==> src/sv/trb_pkg.sv <==
// Shared constants, codes and types for the transparent remap blitter.
package trb_pkg;

  localparam int ADDR_BITS       = 24;
  localparam int PALETTE_ENTRIES = 256;
  localparam int PAL_IDX_W       = $clog2(PALETTE_ENTRIES);
  localparam int COLOR_W         = 16;
  localparam int OUT_ADDR_W      = 24;
  localparam int DIM_W           = 16;
  localparam int BYTE_W          = 8;
  localparam int CFG_IDX_W       = 2;
  localparam int CFG_DATA_W      = 16;

  localparam logic [DIM_W-1:0]  STRIDE_RESET = DIM_W'(640);
  localparam logic [BYTE_W-1:0] KEY_RESET    = 8'hFF;

  // Input operation codes.
  localparam logic OP_PALETTE = 1'b0;
  localparam logic OP_STREAM  = 1'b1;

  // Configuration register indexes.
  localparam logic [CFG_IDX_W-1:0] REG_ROW_STRIDE = 2'd0;
  localparam logic [CFG_IDX_W-1:0] REG_DEST_X     = 2'd1;
  localparam logic [CFG_IDX_W-1:0] REG_DEST_Y     = 2'd2;
  localparam logic [CFG_IDX_W-1:0] REG_KEY        = 2'd3;

  // What the address walker reports for the stream byte now on the input.
  typedef struct packed {
    logic                 is_pixel;
    logic [ADDR_BITS-1:0] address;
    logic                 last;
  } walk_info_t;

endpackage

==> src/sv/trb_ram.sv <==
// Generic simple dual-port RAM with one write port and a registered read port.
module trb_ram #(
  parameter int WIDTH = 16,
  parameter int DEPTH = 256
) (
  input  logic                     clk,
  input  logic                     we,
  input  logic [$clog2(DEPTH)-1:0] waddr,
  input  logic [WIDTH-1:0]         wdata,
  input  logic                     re,
  input  logic [$clog2(DEPTH)-1:0] raddr,
  output logic [WIDTH-1:0]         rdata
);

  logic [WIDTH-1:0] mem [DEPTH];

  always_ff @(posedge clk) begin
    if (we) begin
      mem[waddr] <= wdata;
    end
    if (re) begin
      rdata <= mem[raddr];
    end
  end

endmodule

==> src/sv/trb_walk.sv <==
// Header parser and destination address walker for the bitmap stream.
module trb_walk import trb_pkg::*; (
  input  logic              clk,
  input  logic              rst,
  input  logic              step,
  input  logic [BYTE_W-1:0] stream_byte,
  input  logic [DIM_W-1:0]  row_stride,
  input  logic [DIM_W-1:0]  dest_x,
  input  logic [DIM_W-1:0]  dest_y,
  output walk_info_t        info
);

  typedef enum logic [2:0] {
    PH_W_LO,
    PH_W_HI,
    PH_H_LO,
    PH_H_HI,
    PH_PIXELS
  } phase_t;

  phase_t               phase;
  logic [DIM_W-1:0]     bitmap_width;
  logic [DIM_W-1:0]     bitmap_height;
  logic [DIM_W-1:0]     column_count;
  logic [DIM_W-1:0]     row_count;
  logic [ADDR_BITS-1:0] row_base;

  logic [DIM_W:0]       col_inc;
  logic [DIM_W:0]       row_inc;
  logic                 row_end;
  logic                 last;
  logic [DIM_W-1:0]     height_full;
  logic [2*DIM_W-1:0]   start_prod;
  logic [2*DIM_W:0]     start_sum;

  assign col_inc     = {1'b0, column_count} + (DIM_W+1)'(1);
  assign row_inc     = {1'b0, row_count} + (DIM_W+1)'(1);
  assign row_end     = (col_inc == {1'b0, bitmap_width});
  assign last        = row_end && (row_inc == {1'b0, bitmap_height});
  assign height_full = {stream_byte, bitmap_height[BYTE_W-1:0]};

  // Start address of the bitmap's top-left pixel, taken when the header completes.
  assign start_prod = (2*DIM_W)'(dest_y) * (2*DIM_W)'(row_stride);
  assign start_sum  = {1'b0, start_prod} + (2*DIM_W+1)'(dest_x);

  assign info.is_pixel = (phase == PH_PIXELS);
  assign info.address  = row_base + ADDR_BITS'(column_count);
  assign info.last     = last;

  always_ff @(posedge clk) begin
    if (rst) begin
      phase         <= PH_W_LO;
      bitmap_width  <= '0;
      bitmap_height <= '0;
      column_count  <= '0;
      row_count     <= '0;
      row_base      <= '0;
    end else if (step) begin
      unique case (phase)
        PH_W_LO: begin
          bitmap_width <= {{(DIM_W-BYTE_W){1'b0}}, stream_byte};
          phase        <= PH_W_HI;
        end
        PH_W_HI: begin
          bitmap_width[DIM_W-1:BYTE_W] <= stream_byte;
          phase                        <= PH_H_LO;
        end
        PH_H_LO: begin
          bitmap_height <= {{(DIM_W-BYTE_W){1'b0}}, stream_byte};
          phase         <= PH_H_HI;
        end
        PH_H_HI: begin
          bitmap_height <= height_full;
          column_count  <= '0;
          row_count     <= '0;
          // An empty bitmap ends right after its header.
          if (bitmap_width == '0 || height_full == '0) begin
            phase <= PH_W_LO;
          end else begin
            phase    <= PH_PIXELS;
            row_base <= ADDR_BITS'(start_sum);
          end
        end
        PH_PIXELS: begin
          if (last) begin
            phase        <= PH_W_LO;
            column_count <= '0;
            row_count    <= '0;
          end else if (row_end) begin
            column_count <= '0;
            row_count    <= row_inc[DIM_W-1:0];
            row_base     <= row_base + ADDR_BITS'(row_stride);
          end else begin
            column_count <= col_inc[DIM_W-1:0];
          end
        end
        default: begin
          phase <= PH_W_LO;
        end
      endcase
    end
  end

endmodule

==> src/sv/transparent_remap_blit_top.sv <==
// Top level of the color-keyed palette remapping blitter.
//
//  channel  direction  handshake              payload
//  in       input      in_valid / in_ready    operation, stream_byte, palette_index,
//                                             palette_color
//  out      output     out_valid / out_ready  dest_address, pixel_color, write_enable,
//                                             bitmap_done
//  cfg      input      cfg_valid / cfg_ready  cfg_index, cfg_data
//
// One input transaction per cycle while in_ready is high; the palette RAM is read at the
// accepting edge and the output register loads when the read stage moves on. Loads and
// header bytes produce no output. A stalled output holds its register; the read stage
// behind it keeps one more pixel, after which in_ready drops until the output drains.
// Reset sets the header parser, valid flags and configuration registers to reset values;
// the palette is not cleared and needs no clearing pass. cfg_ready is always high.
module transparent_remap_blit_top import trb_pkg::*; (
  input  logic                  clk,
  input  logic                  rst,
  input  logic                  in_valid,
  output logic                  in_ready,
  input  logic                  operation,
  input  logic [BYTE_W-1:0]     stream_byte,
  input  logic [PAL_IDX_W-1:0]  palette_index,
  input  logic [COLOR_W-1:0]    palette_color,
  output logic                  out_valid,
  input  logic                  out_ready,
  output logic [OUT_ADDR_W-1:0] dest_address,
  output logic [COLOR_W-1:0]    pixel_color,
  output logic                  write_enable,
  output logic                  bitmap_done,
  input  logic                  cfg_valid,
  output logic                  cfg_ready,
  input  logic [CFG_IDX_W-1:0]  cfg_index,
  input  logic [CFG_DATA_W-1:0] cfg_data
);

  logic [DIM_W-1:0]      row_stride;
  logic [DIM_W-1:0]      dest_x;
  logic [DIM_W-1:0]      dest_y;
  logic [BYTE_W-1:0]     transparent_key;

  walk_info_t            info;
  logic                  in_accept;
  logic                  stream_accept;
  logic                  pixel_accept;
  logic                  palette_write;

  logic                  s1_valid;
  logic [OUT_ADDR_W-1:0] s1_address;
  logic                  s1_we;
  logic                  s1_last;
  logic                  s1_move;
  logic [COLOR_W-1:0]    pal_rdata;

  assign cfg_ready = 1'b1;

  always_ff @(posedge clk) begin
    if (rst) begin
      row_stride      <= STRIDE_RESET;
      dest_x          <= '0;
      dest_y          <= '0;
      transparent_key <= KEY_RESET;
    end else if (cfg_valid && cfg_ready) begin
      unique case (cfg_index)
        REG_ROW_STRIDE: row_stride      <= cfg_data;
        REG_DEST_X:     dest_x          <= cfg_data;
        REG_DEST_Y:     dest_y          <= cfg_data;
        REG_KEY:        transparent_key <= cfg_data[BYTE_W-1:0];
        default:        ;
      endcase
    end
  end

  assign s1_move       = !out_valid || out_ready;
  assign in_ready      = !s1_valid || s1_move;
  assign in_accept     = in_valid && in_ready;
  assign stream_accept = in_accept && (operation == OP_STREAM);
  assign palette_write = in_accept && (operation == OP_PALETTE);
  assign pixel_accept  = stream_accept && info.is_pixel;

  trb_walk u_walk (
    .clk        (clk),
    .rst        (rst),
    .step       (stream_accept),
    .stream_byte(stream_byte),
    .row_stride (row_stride),
    .dest_x     (dest_x),
    .dest_y     (dest_y),
    .info       (info)
  );

  // Reads and writes come from distinct transactions, so a read always sees
  // every palette load accepted before it.
  trb_ram #(
    .WIDTH(COLOR_W),
    .DEPTH(PALETTE_ENTRIES)
  ) u_palette (
    .clk  (clk),
    .we   (palette_write),
    .waddr(palette_index),
    .wdata(palette_color),
    .re   (pixel_accept),
    .raddr(stream_byte[PAL_IDX_W-1:0]),
    .rdata(pal_rdata)
  );

  always_ff @(posedge clk) begin
    if (rst) begin
      s1_valid <= 1'b0;
    end else if (in_ready) begin
      s1_valid <= pixel_accept;
    end
    if (pixel_accept) begin
      s1_address <= OUT_ADDR_W'(info.address);
      s1_we      <= (stream_byte != transparent_key);
      s1_last    <= info.last;
    end
  end

  always_ff @(posedge clk) begin
    if (rst) begin
      out_valid <= 1'b0;
    end else if (s1_move) begin
      out_valid <= s1_valid;
    end
    if (s1_move && s1_valid) begin
      dest_address <= s1_address;
      pixel_color  <= s1_we ? pal_rdata : '0;
      write_enable <= s1_we;
      bitmap_done  <= s1_last;
    end
  end

  // A pixel in the read stage is never dropped while the output is stalled.
  a_s1_hold: assert property (@(posedge clk) disable iff (rst)
    s1_valid && !s1_move |=> s1_valid && $stable(s1_address) && $stable(s1_last))
    else $error("read stage lost or changed a stalled pixel");

  // Every accepted pixel reaches the read stage on the next cycle.
  a_pixel_enters: assert property (@(posedge clk) disable iff (rst)
    pixel_accept |=> s1_valid)
    else $error("accepted pixel did not enter the read stage");

  // Transparent pixels carry a zero color.
  a_transparent_zero: assert property (@(posedge clk) disable iff (rst)
    out_valid && !write_enable |-> pixel_color == '0)
    else $error("transparent pixel carries a nonzero color");

endmodule
==> config.mk <==
export PLATFORM = sky130hd
export DESIGN_NAME = transparent_remap_blit_top
export DESIGN_NICKNAME = d
export VERILOG_FILES = /design/src/sv/trb_pkg.sv /design/src/sv/trb_ram.sv /design/src/sv/trb_walk.sv /design/src/sv/transparent_remap_blit_top.sv
export SDC_FILE = /design/constraint.sdc
export NUM_CORES = 2
export LEC_CHECK = 0
export ABC_AREA = 0
export BUFFER_PORTS_ARGS = -buffer_cell sky130_fd_sc_hd__buf_4
export CORE_UTILIZATION = 63
export DETAILED_ROUTE_END_ITERATION = 16
export GPL_ROUTABILITY_DRIVEN = 0
export PLACE_DENSITY = 0.79
export SLEW_MARGIN = 10
export SYNTH_ARGS = -nofsm -noshare
export SYNTH_HDL_FRONTEND = slang
export SYNTH_SLANG_ARGS = --single-unit
==> constraint.sdc <==
create_clock -name clk -period 8.9 [get_ports clk]
set_clock_uncertainty 0.15 [all_clocks]
set_input_delay 0.445 -clock clk [delete_from_list [all_inputs] [get_ports clk]]
set_output_delay 0.445 -clock clk [all_outputs]
set_load 0.03 [all_outputs]
==> impl_results.md <==
* Core area at 277000 um^2
* Commonest non-fill, non-tap cell in the layout: edfxtp_1
* Via Count at 91119
* Worst R2R End: u_walk.row_base[23]
* Final setup violation count at 0
* Crit path from: row_stride[1]
* Hold Startpoint: palette_color[1]
* Num CTS Buffers at 414
* FF+latch count, synth at 4329
* Clock period minus worst slack at 7160 ps
* Util after Layout at 70.8%
* Yosys warnings at 0
* Hold Path Stages at 1
* Post_cts resized at 0
* RSZ-0062 raised after global routing: false
* CP cell instances: nand2_1, fa_1, fa_1, fa_1, inv_1, ha_1, fa_1, inv_1, fa_1, inv_1, ha_1, a211o_1, o311a_1, o41ai_1, o31ai_1, o41ai_1, xnor2_1, nand2_1, a41oi_1
* Leakage at 63.0 nW
* Clock Sinks at 4329
* Placed Area at 182000 um^2
* Global-route wire length before repair at 678 mm
* Slew Limit Fails at 0
* CTS tree: done
* Clock buffer depth at 4
* H-tree depth at 5
* Most frequent cells in the layout: edfxtp_1, mux4_2, clkbuf_16
* Slew headroom at 10.3%
* Sum of negative setup slack at 0 ps
* IO Port Bufs at 99
* Tot Pwr at 42.3 mW
* Starting density of the core at 63.4%
* Final instance area at 196000 um^2
* Mux contribution to synthesized area at 17.5%
* DP Worst Slack at 1950 ps
* Post-DP HPWL at 254 mm
* Post-CTS Hold Buffers at 44
* Die footprint at 281000 um^2
* DR pass1 iterations at 6
* Launching point of the worst reg2reg path: row_stride[1]
* Max Freq at 140 MHz
* Starting DRT DRC Count at 14267
* Worst slew pin tran at 1350 ps
* Fraction of layout cells with a size suffix above 1 at 26.8%
* Max VDD drop at 254 uV
* Yosys cell types at 83
* Seq/Total Area, Yosys at 73.3%
* # fillers at 15074
* Dpl cells at 12015
* Largest net degree at the start of global routing at 158
* Setup Fix Bufs, Post-CTS at 0
* CP Class: register to register
* IO Count at 101
* Die Y at 530 um
* Area Growth Syn to Fin at 11.7%
* Congestion Overflow GR at 0
* Final worst-path cycle share at 80.5%
* Width of the die at 530 um
* Clock slew at reported path FFs at 60 ps
* Nets at 9119
* Hold EP: u_palette.mem[251][1]
* Clk_lat worst skew at 1010 ps
* Mapped Avg Cell Area at 21.1 um^2
* Root Buffer Master: clkbuf_16
* Startpoint types: register
* Final ANT Viol Nets at 0
* WL/cell at 37.0 um
* Final worst slack at 1740 ps
* Hold crit path type: input port to register
* Arr. time, crit path at 7750 ps
* Flop2flop setup slack at 1740 ps
* Main combinational cell family by area after synthesis: multiplexers
* Tot GR Track Use at 34.4%
* Max incr delay on CP at 880 ps
* Fin Hold WS at 56.6 ps
* Crit path capture type: register
* Cell row count at 193
* R2r worst-path depth at 19
* Final wirelength at 474 mm
* Fin cells at 12830
* CP max FO at 19
* WP data required at 9490 ps
* Antenna violations before repair at 33
* Max_cap viols at 0
* Compound-cell area share of the yosys netlist at 1.32%
* Status: complete, no violations
* Most used cell, CP: fa_1
* Synth Area in Adders at 2.87%
* FFs w/ async S/R, synth at 0%
* Post-Synth Simple-Gate Area at 2.85%
* Hold Violations, Final at 0
* Max stage delay cell, worst path: dfxtp_1
* Pwr/cell area at 216 nW/um^2
* Number of global-route vias before repair at 92177
* Mapped Cells at 8304
* Cell Area, Synth at 175000 um^2
* Number of synthesized flops with an enable pin at 4180
* XOR/XNOR Fraction of Synth Area at 0.549%
* Post-Syn Nets at 8651
* Vias per cell at 7.10
* Ys flop type: edfxtp_1
* Post-route DRC at 0
[state kept, by name, indices dropped and copies added (netlist names), 3 cells and up]
name	cells
u_palette.mem	4096
dest_y	16
dest_x	16
u_walk.bitmap_height	16
u_walk.phase	3
row_stride	16
s1_address	24
u_walk.row_count	16
u_walk.column_count	16
pixel_color	16
u_walk.row_base	24
transparent_key	8
u_palette.rdata	16
dest_address	24
u_walk.bitmap_width	16
[where the power goes]
group / total (mW) / switching (mW) / leakage [nW] / internal [mW]
Sequential: 22.4 / 0.0477 / 38.8 / 22.4
Clock: 17.7 / 7.87 / 6.47 / 9.80
Combinational: 2.26 / 1.43 / 17.7 / 0.832
[area by class of cell]
| cell class | count | area [um^2] | area share, % |
|---|---|---|---|
| Sequential cell | 4329 | 129000 | 65.6 |
| Multi-Input combinational cell | 3242 | 44100 | 22.5 |
| Clock buffer | 485 | 10700 | 5.44 |
| Tap cell | 3705 | 4640 | 2.37 |
| Timing Repair Buffer | 497 | 4230 | 2.16 |
| Clock inverter | 264 | 2660 | 1.36 |
| Inverter | 288 | 1080 | 0.552 |
| Antenna cell | 20 | 50.0 | 0.0256 |
[kinds of logic after synthesis]
kind of cell	after synthesis
buffers and inverters	733
AO/OA/AOI/OAI	381
multiplexers	1368
flip-flops	4329
XOR/XNOR	110
AND/OR/NAND/NOR	1091
adder cells (fa/ha/maj)	291
other	1
[worst max-delay path, delay by kind of cell (launching register included)]
| kind | cells | cell delay [ps] |
|---|---|---|
| flip-flops | 1 | 880 |
| adder cells (fa/ha/maj) | 7 | 3180 |
| AO/OA/AOI/OAI | 6 | 2160 |
| buffers and inverters | 3 | 140 |
| XOR/XNOR | 1 | 130 |
| AND/OR/NAND/NOR | 2 | 310 |
[worst max-delay path by stage]
stage / to / slack (ps) / depth (start not counted)
6_report: u_walk.row_base[23] / 1740 / 19
5_1_grt: u_walk.row_base[23] / 1340 / 19
4_1_cts: u_walk.row_base[23] / 1870 / 19
3_5_place_dp: u_walk.row_base[23] / 1950 / 19
3_3_place_gp: u_walk.row_base[23] / 2010 / 19
2_1_floorplan: u_walk.row_base[23] / 2700 / 21
[metal layers]
metal / up-vias / routed length [um] / global-route usage [%]
li1: 34822 / - / -
met1: 47540 / 159000 / 45.6
met2: 7370 / 228000 / 54.1
met3: 1351 / 55900 / 7.74
met4: 36 / 30100 / 18.4
met5: - / 296 / 0
[synth_stat cells, types with 44 or more instances]
cell | instances | area share (%)
xnor2_1 | 66 | 0.33
buf_1 | 51 | 0.11
buf_2 | 96 | 0.27
and2_1 | 117 | 0.42
clkbuf_1 | 290 | 0.62
xor2_1 | 44 | 0.22
fa_1 | 186 | 2.1
a21oi_1 | 160 | 0.46
nand2_1 | 373 | 0.80
nor2_1 | 365 | 0.78
edfxtp_1 | 4180 | 72
ha_1 | 105 | 0.75
nand3_1 | 69 | 0.20
inv_1 | 288 | 0.62
o21ai_0 | 83 | 0.24
dfxtp_1 | 149 | 1.7
mux4_2 | 1357 | 17
No activity file was read; power rests on OpenSTA's default activity.
